**src/rtl/rc4sc_pkg.sv**
```systemverilog
// Shared types, constants and the control program of the RC4 stream cipher.
package rc4sc_pkg;

  // Default key store depth in bytes.
  localparam int unsigned RC4SC_MAX_KEY_BYTES = 256;

  // Permutation table geometry.
  localparam int unsigned RC4SC_PERM_DEPTH = 256;
  localparam int unsigned RC4SC_BYTE_W     = 8;

  // Item kinds carried in the op field.
  localparam logic OP_KEY  = 1'b0;
  localparam logic OP_DATA = 1'b1;

  // Step codes of the control program.
  localparam int unsigned STEP_W = 4;
  localparam logic [STEP_W-1:0] ST_IDLE     = 4'd0;
  localparam logic [STEP_W-1:0] ST_KEY      = 4'd1;
  localparam logic [STEP_W-1:0] ST_CLR      = 4'd2;
  localparam logic [STEP_W-1:0] ST_INIT     = 4'd3;
  localparam logic [STEP_W-1:0] ST_INIT_END = 4'd4;
  localparam logic [STEP_W-1:0] ST_K0       = 4'd5;
  localparam logic [STEP_W-1:0] ST_K1       = 4'd6;
  localparam logic [STEP_W-1:0] ST_K2       = 4'd7;
  localparam logic [STEP_W-1:0] ST_K3       = 4'd8;
  localparam logic [STEP_W-1:0] ST_K4       = 4'd9;
  localparam logic [STEP_W-1:0] ST_D0       = 4'd10;
  localparam logic [STEP_W-1:0] ST_D1       = 4'd11;
  localparam logic [STEP_W-1:0] ST_D2       = 4'd12;
  localparam logic [STEP_W-1:0] ST_D3       = 4'd13;

  // Input item.
  typedef struct packed {
    logic       op;
    logic [7:0] byte_in;
    logic       last_flag;
  } in_item_t;

  // Result item.
  typedef struct packed {
    logic [7:0] byte_out;
    logic       last_of_message;
  } out_item_t;

  // Jump conditions; a false condition falls through to the next step.
  typedef enum logic [2:0] {
    C_NEXT,
    C_ALWAYS,
    C_NOT_LAST,
    C_NOT_I_LAST,
    C_NOT_SCHED
  } cond_e;

  // Permutation write address.
  typedef enum logic {
    W_I,
    W_J
  } waddr_e;

  // Permutation read address.
  typedef enum logic [1:0] {
    R_I,
    R_I_INC,
    R_JNEW,
    R_T
  } raddr_e;

  // Permutation write data.
  typedef enum logic [1:0] {
    WD_I,
    WD_RDATA,
    WD_A
  } wdata_e;

  // Index i update.
  typedef enum logic [1:0] {
    I_HOLD,
    I_INC,
    I_CLR
  } iop_e;

  // Index j update.
  typedef enum logic [1:0] {
    J_HOLD,
    J_ADD,
    J_CLR
  } jop_e;

  // One control word of the program.
  typedef struct packed {
    logic              dispatch;
    cond_e             cond;
    logic [STEP_W-1:0] target;
    logic              pre;
    raddr_e            raddr;
    logic              pwe;
    waddr_e            waddr;
    wdata_e            wdata;
    logic              kre;
    logic              kwe;
    iop_e              iop;
    jop_e              jop;
    logic              jkey;
    logic              kidx_clr;
    logic              kidx_adv;
    logic              cnt_clr;
    logic              ld_a;
    logic              ld_b;
    logic              out_load;
  } ucw_t;

  // Control from the sequencer to the datapath.
  typedef struct packed {
    ucw_t w;
    logic adv;
    logic take;
  } ctl_t;

  // Status from the datapath to the sequencer.
  typedef struct packed {
    logic last;
    logic i_last;
    logic sched;
    logic out_busy;
  } stat_t;

  // Control program ROM.
  function automatic ucw_t rc4sc_ucode(input logic [STEP_W-1:0] step);
    ucw_t w;
    w = '0;
    case (step)
      ST_IDLE: begin
        w.dispatch = 1'b1;
      end
      // Store the key byte; only the last one goes on to the schedule.
      ST_KEY: begin
        w.kwe    = 1'b1;
        w.cond   = C_NOT_LAST;
        w.target = ST_IDLE;
      end
      ST_CLR: begin
        w.iop = I_CLR;
        w.jop = J_CLR;
      end
      // Identity pass, one entry per cycle.
      ST_INIT: begin
        w.pwe      = 1'b1;
        w.waddr    = W_I;
        w.wdata    = WD_I;
        w.iop      = I_INC;
        w.kidx_clr = 1'b1;
        w.cond     = C_NOT_I_LAST;
        w.target   = ST_INIT;
      end
      ST_INIT_END: begin
        w.cond   = C_NOT_SCHED;
        w.target = ST_IDLE;
      end
      // Key schedule swap step.
      ST_K0: begin
        w.pre   = 1'b1;
        w.raddr = R_I;
        w.kre   = 1'b1;
      end
      ST_K1: begin
        w.ld_a     = 1'b1;
        w.jop      = J_ADD;
        w.jkey     = 1'b1;
        w.kidx_adv = 1'b1;
        w.pre      = 1'b1;
        w.raddr    = R_JNEW;
      end
      ST_K2: begin
        w.ld_b  = 1'b1;
        w.pwe   = 1'b1;
        w.waddr = W_I;
        w.wdata = WD_RDATA;
      end
      ST_K3: begin
        w.pwe    = 1'b1;
        w.waddr  = W_J;
        w.wdata  = WD_A;
        w.iop    = I_INC;
        w.cond   = C_NOT_I_LAST;
        w.target = ST_K0;
      end
      ST_K4: begin
        w.jop     = J_CLR;
        w.cnt_clr = 1'b1;
        w.cond    = C_ALWAYS;
        w.target  = ST_IDLE;
      end
      // Data byte: advance, swap, look up keystream byte.
      ST_D0: begin
        w.iop   = I_INC;
        w.pre   = 1'b1;
        w.raddr = R_I_INC;
      end
      ST_D1: begin
        w.ld_a  = 1'b1;
        w.jop   = J_ADD;
        w.pre   = 1'b1;
        w.raddr = R_JNEW;
      end
      ST_D2: begin
        w.ld_b  = 1'b1;
        w.pwe   = 1'b1;
        w.waddr = W_I;
        w.wdata = WD_RDATA;
        w.pre   = 1'b1;
        w.raddr = R_T;
      end
      ST_D3: begin
        w.pwe      = 1'b1;
        w.waddr    = W_J;
        w.wdata    = WD_A;
        w.out_load = 1'b1;
        w.cond     = C_ALWAYS;
        w.target   = ST_IDLE;
      end
      default: begin
        w.cond   = C_ALWAYS;
        w.target = ST_IDLE;
      end
    endcase
    return w;
  endfunction

endpackage

```
**src/rtl/rc4sc_ram.sv**
```systemverilog
// Generic single write port, single read port RAM with registered read data.
module rc4sc_ram #(
  parameter int unsigned Width = 8,
  parameter int unsigned Depth = 256,
  parameter int unsigned AddrW = (Depth > 1) ? $clog2(Depth) : 1
) (
  input  logic             clk_i,
  input  logic             we_i,
  input  logic [AddrW-1:0] waddr_i,
  input  logic [Width-1:0] wdata_i,
  input  logic             re_i,
  input  logic [AddrW-1:0] raddr_i,
  output logic [Width-1:0] rdata_o
);

  logic [Width-1:0] mem_q [Depth];
  logic [Width-1:0] rdata_q;

  // Read returns the old contents when the same entry is written in that cycle.
  always_ff @(posedge clk_i) begin
    if (we_i) begin
      mem_q[waddr_i] <= wdata_i;
    end
    if (re_i) begin
      rdata_q <= mem_q[raddr_i];
    end
  end

  assign rdata_o = rdata_q;

endmodule

```
**src/rtl/rc4sc_dp.sv**
```systemverilog
// Cipher datapath: indices, key store, permutation RAM and output register.
module rc4sc_dp #(
  parameter int unsigned MaxKeyBytes = rc4sc_pkg::RC4SC_MAX_KEY_BYTES
) (
  input  logic                 clk_i,
  input  logic                 rst_ni,
  input  rc4sc_pkg::ctl_t      ctl_i,
  input  rc4sc_pkg::in_item_t  in_data_i,
  input  logic                 out_stall_i,
  output rc4sc_pkg::stat_t     stat_o,
  output logic                 out_valid_o,
  output rc4sc_pkg::out_item_t out_data_o
);
  import rc4sc_pkg::*;

  localparam int unsigned KeyIdxW = (MaxKeyBytes > 1) ? $clog2(MaxKeyBytes) : 1;
  localparam int unsigned KeyCntW = $clog2(MaxKeyBytes + 1);

  ucw_t w;
  logic adv;

  logic [7:0]         i_q, i_d;
  logic [7:0]         j_q, j_d;
  logic [7:0]         a_q;
  logic [7:0]         b_q;
  logic [KeyIdxW-1:0] kidx_q, kidx_d;
  logic [KeyCntW-1:0] kcnt_q, kcnt_d;
  logic [KeyCntW-1:0] kcnt_m1;
  logic [KeyIdxW-1:0] klast;
  logic               key_room;
  logic               op_q;
  logic [7:0]         byte_q;
  logic               last_q;
  logic               out_valid_q, out_valid_d;
  out_item_t          out_q;

  logic               pwe, pre;
  logic [7:0]         pwaddr, praddr, pwdata, prdata;
  logic               kwe, kre;
  logic [7:0]         krdata;
  logic [7:0]         jnew;
  logic [7:0]         t_rd;
  logic [7:0]         t_ks;
  logic [7:0]         kstream;

  assign w   = ctl_i.w;
  assign adv = ctl_i.adv;

  // New j: accumulates the table entry, plus the key byte during the schedule.
  assign jnew = j_q + prdata + (w.jkey ? krdata : 8'd0);
  assign t_rd = a_q + prdata;

  // Permutation RAM ports.
  assign pwe    = w.pwe && adv;
  assign pre    = w.pre && adv;
  assign pwaddr = (w.waddr == W_J) ? j_q : i_q;

  always_comb begin
    case (w.wdata)
      WD_I:     pwdata = i_q;
      WD_RDATA: pwdata = prdata;
      WD_A:     pwdata = a_q;
      default:  pwdata = a_q;
    endcase
  end

  always_comb begin
    case (w.raddr)
      R_I:     praddr = i_q;
      R_I_INC: praddr = i_q + 8'd1;
      R_JNEW:  praddr = jnew;
      R_T:     praddr = t_rd;
      default: praddr = i_q;
    endcase
  end

  rc4sc_ram #(
    .Width(RC4SC_BYTE_W),
    .Depth(RC4SC_PERM_DEPTH)
  ) u_perm_ram (
    .clk_i  (clk_i),
    .we_i   (pwe),
    .waddr_i(pwaddr),
    .wdata_i(pwdata),
    .re_i   (pre),
    .raddr_i(praddr),
    .rdata_o(prdata)
  );

  // Key store: written at the fill count, read at the repeating key index.
  assign key_room = kcnt_q < KeyCntW'(MaxKeyBytes);
  assign kwe      = w.kwe && adv && key_room;
  assign kre      = w.kre && adv;

  rc4sc_ram #(
    .Width(RC4SC_BYTE_W),
    .Depth(MaxKeyBytes),
    .AddrW(KeyIdxW)
  ) u_key_ram (
    .clk_i  (clk_i),
    .we_i   (kwe),
    .waddr_i(kcnt_q[KeyIdxW-1:0]),
    .wdata_i(byte_q),
    .re_i   (kre),
    .raddr_i(kidx_q),
    .rdata_o(krdata)
  );

  // Last key index before wrapping; an empty key behaves as one byte.
  assign kcnt_m1 = kcnt_q - KeyCntW'(1);
  assign klast   = (kcnt_q == '0) ? '0 : kcnt_m1[KeyIdxW-1:0];

  // Index and counter updates.
  always_comb begin
    i_d = i_q;
    case (w.iop)
      I_HOLD:  i_d = i_q;
      I_INC:   i_d = i_q + 8'd1;
      I_CLR:   i_d = '0;
      default: i_d = i_q;
    endcase

    j_d = j_q;
    case (w.jop)
      J_HOLD:  j_d = j_q;
      J_ADD:   j_d = jnew;
      J_CLR:   j_d = '0;
      default: j_d = j_q;
    endcase

    kidx_d = kidx_q;
    if (w.kidx_clr) begin
      kidx_d = '0;
    end else if (w.kidx_adv) begin
      kidx_d = (kidx_q == klast) ? '0 : kidx_q + KeyIdxW'(1);
    end

    kcnt_d = kcnt_q;
    if (w.cnt_clr) begin
      kcnt_d = '0;
    end else if (kwe) begin
      kcnt_d = kcnt_q + KeyCntW'(1);
    end
  end

  // Keystream byte; entries swapped this item are taken from the registers.
  assign t_ks    = a_q + b_q;
  assign kstream = (t_ks == j_q) ? a_q : ((t_ks == i_q) ? b_q : prdata);

  // Output register frees when the receiver takes the item.
  always_comb begin
    out_valid_d = out_valid_q && out_stall_i;
    if (w.out_load && adv) begin
      out_valid_d = 1'b1;
    end
  end

  // Control state.
  always_ff @(posedge clk_i or negedge rst_ni) begin
    if (!rst_ni) begin
      i_q         <= '0;
      j_q         <= '0;
      kidx_q      <= '0;
      kcnt_q      <= '0;
      op_q        <= OP_DATA;
      out_valid_q <= 1'b0;
    end else begin
      out_valid_q <= out_valid_d;
      if (adv) begin
        i_q    <= i_d;
        j_q    <= j_d;
        kidx_q <= kidx_d;
        kcnt_q <= kcnt_d;
      end
      if (ctl_i.take) begin
        op_q <= in_data_i.op;
      end
    end
  end

  // Payload registers.
  always_ff @(posedge clk_i) begin
    if (ctl_i.take) begin
      byte_q <= in_data_i.byte_in;
      last_q <= in_data_i.last_flag;
    end
    if (adv && w.ld_a) begin
      a_q <= prdata;
    end
    if (adv && w.ld_b) begin
      b_q <= prdata;
    end
    if (adv && w.out_load) begin
      out_q.byte_out        <= byte_q ^ kstream;
      out_q.last_of_message <= last_q;
    end
  end

  assign stat_o.last     = last_q;
  assign stat_o.i_last   = (i_q == 8'hFF);
  assign stat_o.sched    = (op_q == OP_KEY);
  assign stat_o.out_busy = out_valid_q && out_stall_i;

  assign out_valid_o = out_valid_q;
  assign out_data_o  = out_q;

endmodule

```
**config.mk**
```make
export PLATFORM = sky130hd
export DESIGN_NAME = rc4sc_dp
export DESIGN_NICKNAME = d
export VERILOG_FILES = /design/src/rtl/rc4sc_pkg.sv /design/src/rtl/rc4sc_ram.sv /design/src/rtl/rc4sc_dp.sv
export SDC_FILE = /design/constraint.sdc
export NUM_CORES = 2
export LEC_CHECK = 0
export ABC_AREA = 0
export BUFFER_PORTS_ARGS = -buffer_cell sky130_fd_sc_hd__buf_4
export CORE_ASPECT_RATIO = 1.1
export CORE_MARGIN = 3
export CORE_UTILIZATION = 39
export DETAILED_ROUTE_END_ITERATION = 6
export GPL_ROUTABILITY_DRIVEN = 0
export PLACE_DENSITY = 0.56
export SLEW_MARGIN = 20
export SYNTH_ARGS = -nofsm -noshare
export SYNTH_HDL_FRONTEND = slang
export SYNTH_SLANG_ARGS = --single-unit
```
**constraint.sdc**
```tcl
create_clock -name clk_i -period 15.6 [get_ports clk_i]
set_input_delay 0.78 -clock clk_i [delete_from_list [all_inputs] [get_ports clk_i]]
set_output_delay 0.78 -clock clk_i [all_outputs]
set_load 0.03 [all_outputs]
```
==> metrics.md <==
| Metric | Value |
|---|---|
| R2R depth | 15 |
| Status | finished, final reports clean |
| CP Cell Sequence | fa_1, ha_1, fa_1, nand2b_1, o211a_1, nor2_4, buf_12, buf_4, buf_4, mux4_2, mux2i_1, o22ai_1, nor4_1, o22ai_1, or3_1 |
| Commonest non-fill, non-tap cell in the layout | edfxtp_1 |
| Slowest stage delay, CP | 0.83 ns |
| Ys async rst share | 0.837% |
| Routed len/inst | 29.6 microns |
| Hold Path Class | primary input to register |
| Share of post-route cells with drive strength above 1 | 18.2% |
| Area grow syn2layout | 12.0% |
| Non-filler cells in the finished layout | 15.2k |
| Vias in the first global route | 87.2k |
| Crit path launch type | register |
| Post-synth EDFFs | 4146 |
| Grt total ovfl | 0 |
| Root Buffer | clkbuf_16 |
| Setup violators final | 0 |
| Die span in y | 691 microns |
| Top Ports | 57 |
| #FFs+latches synth | 4181 |
| Via density | 5.70 |
| Met1 Track Usage GR | 26.6% |
| Drt pass-1 iters | 5 |
| Power Density | 163 nW/um^2 |
| Instance area at placement | 173000 sq um |
| CTS tree | yes |
| Worst reg2reg path startpoint | u_perm_ram.rdata_o[1] |
| Worst hold slack | 0.108 ns |
| Avg Cell Area, Syn | 18.4 sq um |
| Post-DP HPWL | 267 mm |
| Required @ worst endpoint | 16.29 ns |
| Global-route wire length before repair | 644 mm |
| Setup Skew | 0.0440 ns |
| Final Routed Wirelength | 450 mm |
| Final ANT Viol Nets | 0 |
| Place WS | 8.20 ns |
| Finished Cell Area | 186000 sq um |
| Worst skew pair latency | 0.98 ns |
| R2r endpoint | u_perm_ram.rdata_o[5] |
| Actual slew at the worst max-slew pin | 1.28 ns |
| Dpl cells | 14.4k |
| Nets | 9229 |
| Initial antenna violation count | 17 |
| Total number of vias | 86.5k |
| Num rows | 250 |
| GR peak layer | met2 |
| Largest net degree at the start of global routing | 209 |
| Post-Synthesis Cells | 9058 |
| Crit. End Element | register |
| Synth cell types | 94 |
| Hold violation count in the final report | 0 |
| Worst setup path class | register to register |
| Post-Synthesis Net Count | 9140 |
| Leak | 0.0572 uW |
| Min Tclk post-route | 7.07 ns |
| Initial Util | 39.3% |
| CTS clock-pin slew for the worst setup and hold paths | 0.06 ns |
| Die ar. | 435000 sq um |
| H-tree depth | 5 |
| Post-CTS setup buffer count | 0 |
| Peak VDD IR | 162 uV |
| Worst Setup SP | u_perm_ram.rdata_o[1] |
| Initial DRC Count | 9425 |
| GRT Overall Usage | 20.3% |
| Core Region | 423000 sq um |
| Sequential share of the synthesized area | 75.4% |
| Final setup margin | 8.53 ns |
| Syn. warnings | 0 |
| Die span in x | 629 microns |
| MaxCap Viol Count | 0 |
| Reg2Reg Setup Slack | 8.53 ns |
| Post-CTS sizing | 0 |
| FMAX | 141 MHz |
| GR Layer Usage met2 | 34.5% |
| Crit path DAT | 7.77 ns |
| CP Max Fanout | 120 |
| Final Slew Violations | 0 |
| RSZ-0062 raised after global routing | no |
| Critical Path Sink | u_perm_ram.rdata_o[5] |
| PortBufs | 48 |
| Setup TNS | 0 ns |
| M3 GR Usage | 2.88% |
| Post-CTS Hold Fix Bufs | 11 |
| Final worst-path cycle share | 45.3% |
| # DRC | 0 |
| Most frequent cells in the layout | 4146 x edfxtp_1, 718 x nand2_1, 705 x mux4_2 |
| Syn Std Cell Area | 166000 sq um |
| Clock buffer depth | 4 |
| Master of the slowest instance on the critical path | nor4_1 |
| Top FF cell, synth | edfxtp_1 |
| Cts bufs inserted | 417 |
| Clk sink count | 4181 |
| Slew headroom | 14.7% |
-- sequential cells by signal (all words and copies together) (netlist names) --
register / flops
a_q: 8
b_q: 8
byte_q: 8
i_q: 8
j_q: 8
kcnt_q: 9
kidx_q: 8
last_q: 1
op_q: 1
out_data_o: 9
out_valid_o: 1
u_key_ram.mem_q: 2048
u_key_ram.rdata_o: 8
u_perm_ram.mem_q: 2048
u_perm_ram.rdata_o: 8
-- where the power goes --
| part | internal [uW] | total [uW] | switching (uW) |
|---|---|---|---|
| clock network | 5620 | 9850 | 4240 |
| logic | 2560 | 7620 | 5060 |
| registers | 12800 | 12900 | 115 |
| total | 21000 | 30400 | 9420 |
-- logic make-up after synthesis --
kind of cell / after synthesis / synth area share, %
simple gates: 1739 / 4.50
buf+inv: 608 / 1.83
mux: 1336 / 13.5
fa+ha+maj: 39 / 0.338
flops: 4181 / 75.4
xor+xnor: 57 / 0.300
compound gates: 1098 / 4.22
-- area by class of cell --
type,count,area (sq um)
Fill cell,36400,237000
Antenna cell,7,17.5
Sequential cell,4181,125000
Tap cell,5670,7090
Timing Repair Buffer,232,2060
Clock inverter,247,2250
Clock buffer,527,11100
Multi-Input combinational cell,4269,38200
Inverter,46,173
-- worst max-delay path: cells and delay by family (launching register included) --
| kind | cells | cell delay (ns) |
|---|---|---|
| AO/OA/AOI/OAI | 3 | 0.84 |
| flip-flops | 1 | 0.55 |
| AND/OR/NAND/NOR | 4 | 1.41 |
| adder cells (fa/ha/maj) | 3 | 1.31 |
| buffers and inverters | 3 | 1.82 |
| multiplexers | 2 | 0.74 |
-- per-layer routing --
layer	share of wire, %	wire [microns]	vias to the layer above
li1	-	-	36700
met1	40	179000	45800
met2	50	225000	3267
met3	6.5	29300	726
met4	3.7	16500	2
met5	0.0029	13	-
-- cell usage after synthesis, types with 45 or more instances --
master	n	area [sq um]
a311oi_1	58	508
o221ai_1	120	1050
o22ai_1	187	1170
a21oi_1	340	1700
mux2i_1	502	5020
buf_2	154	771
clkbuf_1	252	946
buf_1	71	267
mux2_2	125	1410
o21ai_0	167	836
nand2_1	722	2710
mux4_2	707	15900
edfxtp_1	4146	124000
and3_1	73	457
buf_4	45	338
a31oi_1	50	313
a211oi_1	60	450
nor2_1	575	2160
nand3_1	177	886
-- per-stage QoR --
step | power, uW | utilization [%]
floorplan | 18200 | -
global placement | 20700 | 40.8
detailed placement | 20800 | 40.8
CTS | 30600 | 44.0
global route | 31400 | 44.0
finish | 30400 | 44.0
-- worst min path at each step --
stage	end	cells past startpoint	startpoint	slack [ns]
after floorplan	out_data_o[0]	0	last_q	0.43
after global placement	out_data_o[0]	0	last_q	0.43
after detailed placement	out_data_o[0]	0	last_q	0.46
after CTS	kcnt_q[1]	3	ctl_i[5]	0.04
after global routing	byte_q[0]	1	ctl_i[0]	0.09
final	op_q	2	ctl_i[0]	0.11
(Power assumes the default switching activity.)
