<file path="src/rtl/rc4sc_pkg.sv">
// Shared types, constants and the control program of the RC4 stream cipher.
package rc4sc_pkg;

  // Default key store depth in bytes.
  localparam int unsigned RC4SC_MAX_KEY_BYTES = 256;

  // Permutation table geometry.
  localparam int unsigned RC4SC_PERM_DEPTH = 256;
  localparam int unsigned RC4SC_BYTE_W     = 8;

  // Item kinds carried in the op field.
  localparam logic OP_KEY  = 1'b0;
  localparam logic OP_DATA = 1'b1;

  // Step codes of the control program.
  localparam int unsigned STEP_W = 4;
  localparam logic [STEP_W-1:0] ST_IDLE     = 4'd0;
  localparam logic [STEP_W-1:0] ST_KEY      = 4'd1;
  localparam logic [STEP_W-1:0] ST_CLR      = 4'd2;
  localparam logic [STEP_W-1:0] ST_INIT     = 4'd3;
  localparam logic [STEP_W-1:0] ST_INIT_END = 4'd4;
  localparam logic [STEP_W-1:0] ST_K0       = 4'd5;
  localparam logic [STEP_W-1:0] ST_K1       = 4'd6;
  localparam logic [STEP_W-1:0] ST_K2       = 4'd7;
  localparam logic [STEP_W-1:0] ST_K3       = 4'd8;
  localparam logic [STEP_W-1:0] ST_K4       = 4'd9;
  localparam logic [STEP_W-1:0] ST_D0       = 4'd10;
  localparam logic [STEP_W-1:0] ST_D1       = 4'd11;
  localparam logic [STEP_W-1:0] ST_D2       = 4'd12;
  localparam logic [STEP_W-1:0] ST_D3       = 4'd13;

  // Input item.
  typedef struct packed {
    logic       op;
    logic [7:0] byte_in;
    logic       last_flag;
  } in_item_t;

  // Result item.
  typedef struct packed {
    logic [7:0] byte_out;
    logic       last_of_message;
  } out_item_t;

  // Jump conditions; a false condition falls through to the next step.
  typedef enum logic [2:0] {
    C_NEXT,
    C_ALWAYS,
    C_NOT_LAST,
    C_NOT_I_LAST,
    C_NOT_SCHED
  } cond_e;

  // Permutation write address.
  typedef enum logic {
    W_I,
    W_J
  } waddr_e;

  // Permutation read address.
  typedef enum logic [1:0] {
    R_I,
    R_I_INC,
    R_JNEW,
    R_T
  } raddr_e;

  // Permutation write data.
  typedef enum logic [1:0] {
    WD_I,
    WD_RDATA,
    WD_A
  } wdata_e;

  // Index i update.
  typedef enum logic [1:0] {
    I_HOLD,
    I_INC,
    I_CLR
  } iop_e;

  // Index j update.
  typedef enum logic [1:0] {
    J_HOLD,
    J_ADD,
    J_CLR
  } jop_e;

  // One control word of the program.
  typedef struct packed {
    logic              dispatch;
    cond_e             cond;
    logic [STEP_W-1:0] target;
    logic              pre;
    raddr_e            raddr;
    logic              pwe;
    waddr_e            waddr;
    wdata_e            wdata;
    logic              kre;
    logic              kwe;
    iop_e              iop;
    jop_e              jop;
    logic              jkey;
    logic              kidx_clr;
    logic              kidx_adv;
    logic              cnt_clr;
    logic              ld_a;
    logic              ld_b;
    logic              out_load;
  } ucw_t;

  // Control from the sequencer to the datapath.
  typedef struct packed {
    ucw_t w;
    logic adv;
    logic take;
  } ctl_t;

  // Status from the datapath to the sequencer.
  typedef struct packed {
    logic last;
    logic i_last;
    logic sched;
    logic out_busy;
  } stat_t;

  // Control program ROM.
  function automatic ucw_t rc4sc_ucode(input logic [STEP_W-1:0] step);
    ucw_t w;
    w = '0;
    case (step)
      ST_IDLE: begin
        w.dispatch = 1'b1;
      end
      // Store the key byte; only the last one goes on to the schedule.
      ST_KEY: begin
        w.kwe    = 1'b1;
        w.cond   = C_NOT_LAST;
        w.target = ST_IDLE;
      end
      ST_CLR: begin
        w.iop = I_CLR;
        w.jop = J_CLR;
      end
      // Identity pass, one entry per cycle.
      ST_INIT: begin
        w.pwe      = 1'b1;
        w.waddr    = W_I;
        w.wdata    = WD_I;
        w.iop      = I_INC;
        w.kidx_clr = 1'b1;
        w.cond     = C_NOT_I_LAST;
        w.target   = ST_INIT;
      end
      ST_INIT_END: begin
        w.cond   = C_NOT_SCHED;
        w.target = ST_IDLE;
      end
      // Key schedule swap step.
      ST_K0: begin
        w.pre   = 1'b1;
        w.raddr = R_I;
        w.kre   = 1'b1;
      end
      ST_K1: begin
        w.ld_a     = 1'b1;
        w.jop      = J_ADD;
        w.jkey     = 1'b1;
        w.kidx_adv = 1'b1;
        w.pre      = 1'b1;
        w.raddr    = R_JNEW;
      end
      ST_K2: begin
        w.ld_b  = 1'b1;
        w.pwe   = 1'b1;
        w.waddr = W_I;
        w.wdata = WD_RDATA;
      end
      ST_K3: begin
        w.pwe    = 1'b1;
        w.waddr  = W_J;
        w.wdata  = WD_A;
        w.iop    = I_INC;
        w.cond   = C_NOT_I_LAST;
        w.target = ST_K0;
      end
      ST_K4: begin
        w.jop     = J_CLR;
        w.cnt_clr = 1'b1;
        w.cond    = C_ALWAYS;
        w.target  = ST_IDLE;
      end
      // Data byte: advance, swap, look up keystream byte.
      ST_D0: begin
        w.iop   = I_INC;
        w.pre   = 1'b1;
        w.raddr = R_I_INC;
      end
      ST_D1: begin
        w.ld_a  = 1'b1;
        w.jop   = J_ADD;
        w.pre   = 1'b1;
        w.raddr = R_JNEW;
      end
      ST_D2: begin
        w.ld_b  = 1'b1;
        w.pwe   = 1'b1;
        w.waddr = W_I;
        w.wdata = WD_RDATA;
        w.pre   = 1'b1;
        w.raddr = R_T;
      end
      ST_D3: begin
        w.pwe      = 1'b1;
        w.waddr    = W_J;
        w.wdata    = WD_A;
        w.out_load = 1'b1;
        w.cond     = C_ALWAYS;
        w.target   = ST_IDLE;
      end
      default: begin
        w.cond   = C_ALWAYS;
        w.target = ST_IDLE;
      end
    endcase
    return w;
  endfunction

endpackage

</file>
<file path="src/rtl/rc4sc_seq.sv">
// Step counter and control ROM sequencing the cipher datapath.
module rc4sc_seq (
  input  logic               clk_i,
  input  logic               rst_ni,
  input  logic               in_valid_i,
  input  logic               in_op_i,
  input  rc4sc_pkg::stat_t   stat_i,
  output logic               in_stall_o,
  output rc4sc_pkg::ctl_t    ctl_o
);
  import rc4sc_pkg::*;

  logic [STEP_W-1:0] upc_q, upc_d;
  ucw_t              cw;
  logic              adv;
  logic              take;
  logic              jump;

  assign cw = rc4sc_ucode(upc_q);

  // A step that loads the result waits while the output register is held.
  assign adv  = !(cw.out_load && stat_i.out_busy);
  assign take = cw.dispatch && in_valid_i;

  assign in_stall_o = !cw.dispatch;
  assign ctl_o.w    = cw;
  assign ctl_o.adv  = adv;
  assign ctl_o.take = take;

  // Evaluate the jump condition of the current step.
  always_comb begin
    case (cw.cond)
      C_NEXT:       jump = 1'b0;
      C_ALWAYS:     jump = 1'b1;
      C_NOT_LAST:   jump = !stat_i.last;
      C_NOT_I_LAST: jump = !stat_i.i_last;
      C_NOT_SCHED:  jump = !stat_i.sched;
      default:      jump = 1'b0;
    endcase
  end

  // Next step.
  always_comb begin
    upc_d = upc_q;
    if (adv) begin
      if (cw.dispatch) begin
        if (take) begin
          upc_d = (in_op_i == OP_DATA) ? ST_D0 : ST_KEY;
        end
      end else if (jump) begin
        upc_d = cw.target;
      end else begin
        upc_d = upc_q + STEP_W'(1);
      end
    end
  end

  // Reset starts with the identity pass over the permutation.
  always_ff @(posedge clk_i or negedge rst_ni) begin
    if (!rst_ni) begin
      upc_q <= ST_INIT;
    end else begin
      upc_q <= upc_d;
    end
  end

endmodule

</file>
<file path="config.mk">
export PLATFORM = sky130hd
export DESIGN_NAME = rc4sc_seq
export DESIGN_NICKNAME = d
export VERILOG_FILES = /design/src/rtl/rc4sc_pkg.sv /design/src/rtl/rc4sc_seq.sv
export SDC_FILE = /design/constraint.sdc
export NUM_CORES = 1
export LEC_CHECK = 0
export ABC_AREA = 1
export BUFFER_PORTS_ARGS = -buffer_cell sky130_fd_sc_hd__buf_2
export CAP_MARGIN = 30
export CORE_MARGIN = 3
export CORE_UTILIZATION = 48
export DETAILED_ROUTE_END_ITERATION = 16
export PLACE_DENSITY = 0.8
export SLEW_MARGIN = 40
export SYNTH_ARGS = -nofsm -noshare
export SYNTH_HDL_FRONTEND = slang
export SYNTH_SLANG_ARGS = --single-unit
</file>
<file path="constraint.sdc">
create_clock -name clk_i -period 3.2 [get_ports clk_i]
set_clock_uncertainty 0.1 [all_clocks]
set_input_delay 0.16 -clock clk_i [delete_from_list [all_inputs] [get_ports clk_i]]
set_output_delay 0.16 -clock clk_i [all_outputs]
set_load 0.1 [all_outputs]
</file>
==> results by stage, run 1 <==
STA:
- The relative slew slack is 0.6116.
- The achievable clock frequency is around 420 MHz.
- For the final routed database, the setup TNS stands at 0 ns.
- Setup violations remaining at the end of the flow were counted as 0.
- The count of final max-slew check failures was 0.
- The time the worst path needs with I/O delays and setup is 2.390 ns.
- Setup repair after global routing left no endpoint under its margin.
- At the pin with the least slew margin, the transition time is 0.5826 ns.
- Of the available clock period, the critical path in the final layout requires 0.7468.
- The final hold violation count was 0.

Synth:
- Counting every instance in the synthesized netlist gives between 100 and 150.
- The number of different library cells used by synthesis comes to 30.
- The biggest area consumer among synthesized cells is sky130_fd_sc_hd__nand2_1.
- The main flop type after synthesis is sky130_fd_sc_hd__dfstp_2.
- The proportion of synthesized chip area in sequential cells is 0.1355.
- The number of warnings issued by yosys is 0.
- The number of synthesized register bits is 4.
- In this run, synthesis inferred 0 flip-flops with an integrated enable.
- The share of synthesized registers carrying an async set or reset is 1.000.
- The fraction of post-synthesis cell area in the top cell type by area is 0.08430.
- Ranked by total cell area, the synthesized netlist is headed by sky130_fd_sc_hd__nand2_1, sky130_fd_sc_hd__inv_1, sky130_fd_sc_hd__nor2_4, sky130_fd_sc_hd__dfstp_2, sky130_fd_sc_hd__dfrtp_1.
- The post-synthesis net count is 116.
- The post-synthesis area per instance is 7.279 sq um.
- Summing every instance area after synthesis gives 757.0 sq um.

Clocking:
- In this run the number of H-tree levels came out at 1.
- The clock latency at the later pin of the worst-skew pair is approximately 0.23 ns.
- After clock tree synthesis, the clock-pin slew on the worst setup and hold paths is about 0.040 ns.
- After clock tree synthesis, the flow added hold-fix buffers numbering 1.
- The TritonCTS clock tree is yes.
- The buffers inserted during post-CTS setup optimization is 0.
- The number of clock buffers added by TritonCTS is 3.
- The cell chosen for the clock root is sky130_fd_sc_hd__clkbuf_4.
- Counting along the longest clock path gives a buffer depth of 2.
- The quantity of gates resized following cts is 0.
- The tree built by TritonCTS fans out to 4 sinks.

Placement:
- The number of I/O port buffers is 37.
- Routability-driven placement finished with a final weighted congestion of 0.8626.
- Detailed placement finished with a half-perimeter wire length of between 1000 and 1500 um.

Die:
- The die covers 2089 sq um.
- During I/O placement, the number of pins put on the boundary was 39.
- For this configuration, the core starts out at a cell density of 0.5475.
- The total area inside the core boundary comes to 1383 sq um.
- In this run the horizontal extent of the chip is 45.71 um.
- The chip height is 45.71 um.
- The floorplan has 13 rows.

Detailed routing:
- In this run, the number of DRC markers left after iteration 0 of detailed routing was 35.
- The via count of the routed design is 746.
- In the final routed layout, each cell accounts on average for 11.55 um.
- The total wire length is 1755 um.
- In the routed layout, each cell is associated on average with a via count of 4.908.
- The count of unresolved DRC violations after routing is 0.
- The remaining antenna violation count is 0.
- The first-pass iteration count of the detailed router is 4.

Cells and area:
- The final layout net count is roughly 150.
- The flip-flop count of the largest register, all copies and words added is 4.
- The area growth from synthesis to layout is 22.64%.
- In the final layout, the registers with the most flip-flops are upc_q: 4 flops.
- The ratio of cells with drive above 1 in the final layout is 0.5328.
- Counting flops per register, the top entry is upc_q.
- The number of antenna repair diodes is 0.

Critical path:
- The data required time of the critical path is 2.94 ns.
- STA classifies the critical path startpoint as a register.
- The worst setup path is captured at an output port.
- The critical path is of the reg2out type.
- The arrival time reported for the critical path endpoint is 2.13 ns.
- The top fanout value on the critical path is 6.

Global routing:
- The initial antenna violation count is 0.
- The pin count of the biggest net entering global routing is 11.
- The combined global-route utilization of all metal layers is 0.1872.
- The via count of the first global-routing pass was 688.
- For this run the aggregate overflow at the end of global routing stands at 0.
- The first-pass GRT wire length is 2898 um.

Status:
- The run finished with clean final reports.

Job:
- The tool flagged a number of max-cap violations equal to 0.

Worst hold path:
- The worst hold path belongs to the class in2reg.
cell usage in the layout (no fill, tap or decap):
cell / instances
sky130_fd_sc_hd__a21oi_1: 4
sky130_fd_sc_hd__a21oi_2: 1
sky130_fd_sc_hd__buf_2: 37
sky130_fd_sc_hd__clkbuf_4: 3
sky130_fd_sc_hd__conb_1: 1
sky130_fd_sc_hd__dfrtp_1: 2
sky130_fd_sc_hd__dfstp_2: 2
sky130_fd_sc_hd__dlygate4sd3_1: 1
sky130_fd_sc_hd__ha_1: 4
sky130_fd_sc_hd__inv_1: 16
sky130_fd_sc_hd__inv_2: 1
sky130_fd_sc_hd__inv_6: 2
sky130_fd_sc_hd__nand2_1: 16
sky130_fd_sc_hd__nand2_2: 7
sky130_fd_sc_hd__nand2_4: 3
sky130_fd_sc_hd__nand3_1: 6
sky130_fd_sc_hd__nand3_2: 3
sky130_fd_sc_hd__nand3_4: 2
sky130_fd_sc_hd__nand3b_1: 1
sky130_fd_sc_hd__nand4_1: 1
sky130_fd_sc_hd__nor2_1: 5
sky130_fd_sc_hd__nor2_2: 3
sky130_fd_sc_hd__nor2_4: 5
sky130_fd_sc_hd__nor3_2: 1
sky130_fd_sc_hd__nor3_4: 1
sky130_fd_sc_hd__o21ai_1: 4
sky130_fd_sc_hd__o21ai_2: 1
sky130_fd_sc_hd__o22ai_1: 1
sky130_fd_sc_hd__or2_2: 1
sky130_fd_sc_hd__xor2_1: 2
per-layer routing:
layer,global-route usage,routed length (um),up-vias
li1,-,-,381
met2,0.3315,916,33
met3,0.02372,133,0
met5,0,0,-
met4,0.06818,0,0
met1,0.2284,706,332
kinds of logic (layout without fill, tap and decap cells):
kind of cell / after synthesis / after routing / share of synthesized area
buffers and inverters: 27 / 60 / 0.1967
AOI/OAI and AO/OA: 11 / 11 / 0.08430
DFF: 4 / 4 / 0.1355
adders and majority gates: 4 / 4 / 0.06612
xor gates and xnor gates: 2 / 2 / 0.02314
and+or+nand+nor: 55 / 55 / 0.4893
other: 1 / 1 / 0.004954
cell usage after synthesis, types with 2 or more instances:
cell type / count
sky130_fd_sc_hd__nor2_4: 5
sky130_fd_sc_hd__nand2_1: 17
sky130_fd_sc_hd__nand2_4: 3
sky130_fd_sc_hd__nor2_1: 5
sky130_fd_sc_hd__nor2_2: 3
sky130_fd_sc_hd__dfrtp_1: 2
sky130_fd_sc_hd__a21oi_1: 4
sky130_fd_sc_hd__xor2_1: 2
sky130_fd_sc_hd__nand2_2: 6
sky130_fd_sc_hd__nand3_1: 6
sky130_fd_sc_hd__nand3_4: 2
sky130_fd_sc_hd__ha_1: 4
sky130_fd_sc_hd__buf_4: 6
sky130_fd_sc_hd__nand3_2: 3
sky130_fd_sc_hd__buf_6: 2
sky130_fd_sc_hd__inv_1: 16
sky130_fd_sc_hd__dfstp_2: 2
sky130_fd_sc_hd__inv_6: 2
sky130_fd_sc_hd__o21ai_1: 3
critical path, cell delays in order (launching register included):
cell	delay [ns]
sky130_fd_sc_hd__dfstp_2	0.56
sky130_fd_sc_hd__inv_1	0.07
sky130_fd_sc_hd__ha_1	0.29
sky130_fd_sc_hd__nand3_2	0.15
sky130_fd_sc_hd__nand2_2	0.11
sky130_fd_sc_hd__nor2_4	0.14
sky130_fd_sc_hd__nand3_4	0.10
sky130_fd_sc_hd__nand2_1	0.06
sky130_fd_sc_hd__buf_2	0.42
worst paths after layout:
check                           cells past startpoint  slack, ns        end       start
worst max-delay path                                8       0.81  ctl_o[26]    upc_q[0]
min in group asynchronous                           2       0.16   upc_q[2]      rst_ni
max in group asynchronous                           2       2.64   upc_q[1]      rst_ni
worst min register to register                      2       0.41   upc_q[0]    upc_q[0]
worst max register to register                     10       1.24   upc_q[0]    upc_q[0]
worst min-delay path                                4       0.14   upc_q[0]  in_valid_i
metrics by stage:
step	hold WS [ns]	utilization	cells	area [sq um]	setup slack (ns)
2_1_floorplan	-0.2356	-	104	759.5	0.01917
3_3_place_gp	-0.1375	0.6480	148	895.9	1.087
3_5_place_dp	-0.1358	0.6480	148	895.9	1.039
4_1_cts	0.1261	0.6715	152	928.4	0.7873
5_1_grt	0.1693	0.6715	152	928.4	0.6988
6_report	0.1385	0.6715	152	928.4	0.8103
cell type report:
cell class	count	area [sq um]
Timing Repair Buffer	38	195.2
Clock buffer	3	22.52
Sequential cell	4	102.6
Multi-Input combinational cell	73	508.0
Inverter	19	81.33
Tap cell	15	18.77
Fill cell	115	454.2
Power of run 1 is not shown: default switching activity piles up to over one toggle a cycle in this logic, so the estimate is an artifact.
==> run 2, diff against run 1 <==
- CORE_UTILIZATION: 48 -> 40
- PLACE_DENSITY: 0.8 -> 0.71
- clock period: 3.2 -> 2 ns (I/O delays scaled with it)
==> run 2 against run 1 <==
Compared with the run above:
- via count rose by 9.8%
- critical path type unchanged
- utilization rose by 19 points
- design area rose by 63%
- routed wire length rose by 27%
- highest routed layer is now met4
- cell count rose by 13%
- first-iteration DRC count fell by 57%
- setup slack got worse by 0.80 ns
- die area rose by 17%
- sequential cell count did not move
==> results by stage, run 2 (synthesis results as in run 1) <==
Status:
- Run status: finished clean (unchanged).

Cells and area:
- Registers with the most flip-flops: upc_q: 4 flops (unchanged).
- The number of antenna repair diodes was 0 (unchanged).
- The most common library cell in the layout ignoring fill and taps is sky130_fd_sc_hd__buf_12 (was sky130_fd_sc_hd__buf_2).
- The ratio of cells with drive above 1 in the final layout is 0.7007 (was 0.5328).
- The flip-flop count of the largest register, all copies and words added is 4 (unchanged).
- The most flop-heavy register was upc_q (unchanged).
- Highest-count cells in the layout ignoring fill and taps: sky130_fd_sc_hd__buf_12, sky130_fd_sc_hd__nand2_1, sky130_fd_sc_hd__buf_2 (was sky130_fd_sc_hd__buf_2, sky130_fd_sc_hd__inv_1, sky130_fd_sc_hd__nand2_1).
- The number of cells in the finished layout apart from fillers came to 172 (was 152).
- The post-synthesis to final-layout area growth is 100.5% (was 22.64%).
- The final layout net count is 161 (was 151).

Critical path:
- The data required time of the critical path was 1.80 ns (was 2.94 ns).
- The arrival time reported for the critical path endpoint is 1.79 ns (was 2.13 ns).
- The critical path start-end classification is reg2out (unchanged).
- The startpoint class of the critical path is a register (unchanged).
- The slack of the worst reg-to-reg path is 0.16 ns (was 1.24 ns).
- The worst reg-to-reg path cell count came to 10 (unchanged).
- The top fanout value on the critical path is 3 (was 6).
- The startpoint of the worst setup timing path is upc_q[1] (was upc_q[0]).
- The endpoint type of the worst setup path is an output port (unchanged).
- The capture instance of the worst register-to-register path is upc_q[2] (was upc_q[0]).
- The launching point of the worst reg2reg path is upc_q[0] (unchanged).

Worst hold path:
- The number of cells on the worst hold path is 4 (unchanged).
- The worst min-delay path category is in2reg (unchanged).
- The startpoint of the worst hold path is in_op_i (was in_valid_i).
- The end of the worst hold path is upc_q[0] (unchanged).

Die:
- The boundary pin count was 39 (unchanged).
- The area of the die is 2450 sq um (was 2089 sq um).
- The chip height is 49.50 um (was 45.71 um).
- The standard cell core area came to 1764 sq um (was 1383 sq um).
- The count of standard-cell rows is 15 (was 13).
- The width of the die is 49.50 um (was 45.71 um).
- The starting density of the core is 0.4291 (was 0.5475).

Placement:
- The estimated wirelength of the detail-placed design is 1945 um (was 1490 um).
- The number of I/O port buffers is 37 (unchanged).
- The instance count after placement with tap cells included is 165 (was 148).
- The weighted congestion reported at the end of routability-driven placement is 0.8736 (was 0.8626).

Detailed routing:
- The count of unresolved DRC violations after routing was 0 (unchanged).
- The number of DRC violations after detailed-routing iteration 0 was 15 (was 35).
- The routed via count divided by cell count is 4.762 (was 4.908).
- The via count of the routed design was 819 (was 746).
- The first-pass iteration count of the detailed router came to 4 (unchanged).
- The remaining antenna violation count is 0 (unchanged).
- The wire length per cell after detailed routing is 12.94 um (was 11.55 um).
- The total wire length is 2226 um (was 1755 um).

STA:
- In the finished design, the share of the clock period the worst path needs comes to 0.9961.
- Derived from the worst setup path, the maximum achievable clock frequency is 502.0 MHz.
- RSZ-0062 raised after global routing: yes (was no).
- The total of endpoints with negative setup slack in the final report is 0 (unchanged).
- The count of final max-slew check failures came to 0 (unchanged).
- The time the worst path needs with I/O delays and setup is 1.992 ns.
- The final hold violation count is 0 (unchanged).

Clocking:
- The clock sink total is 4 (unchanged).
- The number of levels in the clock H-tree is 1 (unchanged).
- The maximum buffer depth of the clock tree was 2 (unchanged).
- The clock latency at the later pin of the worst-skew pair is 0.23 ns (about the same).
- The cell chosen for the clock root is sky130_fd_sc_hd__clkbuf_4 (unchanged).
- The CTS buffer count came to 3 (unchanged).
- The TritonCTS clock tree is yes (unchanged).
- The clock-pin slew on the worst setup and hold paths is 0.04 ns (about the same).

Job:
- The max-capacitance violation count is 0 (unchanged).

Global routing:
- The pin count of the biggest net entering global routing is 10 (was 11).
- The initial antenna violation count is 0 (unchanged).
- The first-pass GRT wire length is 3712 um (was 2898 um).
- The total congestion overflow was 0 (unchanged).
- The via count of the first global-routing pass is 837 (was 688).
- The combined global-route utilization of all metal layers was 0.1933 (was 0.1872).
[run 2: worst max path at each step]
| stage | end | slack (ns) | cells past startpoint |
|---|---|---|---|
| 5_1_grt | ctl_o[18] | -0.06 | 8 |
| 4_1_cts | ctl_o[18] | -0.004 | 8 |
| 3_5_place_dp | ctl_o[18] | 0.03 | 8 |
| 3_3_place_gp | ctl_o[18] | 0.09 | 8 |
| 2_1_floorplan | ctl_o[18] | -0.61 | 6 |
| 6_report | ctl_o[18] | 0.008 | 8 |
[run 2: final cells by class]
type | count | area [sq um]
multi-input cells | 73 | 640.6
repair buffers | 48 | 610.6
fillers | 110 | 246.5
inverters | 19 | 107.6
flip-flops and latches | 4 | 105.1
well taps | 25 | 31.28
clock buffers | 3 | 22.52
[run 2: layer usage]
metal  vias up  share of wire  global-route usage
met3         6          0.041             0.02115
met1       379           0.38              0.2074
met5         -              0                   0
met4         0          0.022              0.1060
met2        32           0.56              0.3638
li1        402              -                   -
[run 2: what timing repair did]
item                                    in CTS  in global routing
pin swaps                                    1                  5
endpoints found under the setup margin       4                 11
buffers inserted                             2                  1
resized for setup                            7                 10
endpoints found under the hold margin        4                  0
hold buffers                                 1                  0
[run 2: critical path: stages (launching register included)]
cell                      delay (ns)
sky130_fd_sc_hd__dfstp_2        0.55
sky130_fd_sc_hd__inv_2          0.07
sky130_fd_sc_hd__ha_4           0.19
sky130_fd_sc_hd__nand3_4        0.09
sky130_fd_sc_hd__inv_4          0.04
sky130_fd_sc_hd__or2_4          0.25
sky130_fd_sc_hd__nor2_4         0.16
sky130_fd_sc_hd__nand2_8        0.06
sky130_fd_sc_hd__buf_12         0.16
[run 2: stage by stage]
stage / TNS [ns] / setup WS, ns / hold slack [ns] / util / cell area, sq um
final: 0 / 0.007820 / 0.05239 / 0.8603 / 1518
after global routing: -0.1850 / -0.05905 / 0.07515 / 0.8603 / 1518
after CTS: -0.004077 / -0.004077 / 0.04627 / 0.8411 / 1484
after detailed placement: 0 / 0.02935 / -0.1959 / 0.8021 / 1415
after global placement: 0 / 0.09056 / -0.1989 / 0.8021 / 1415
after floorplan: -4.443 / -0.6051 / -0.2956 / - / 925.9
Power of run 2 is left out for the same reason.
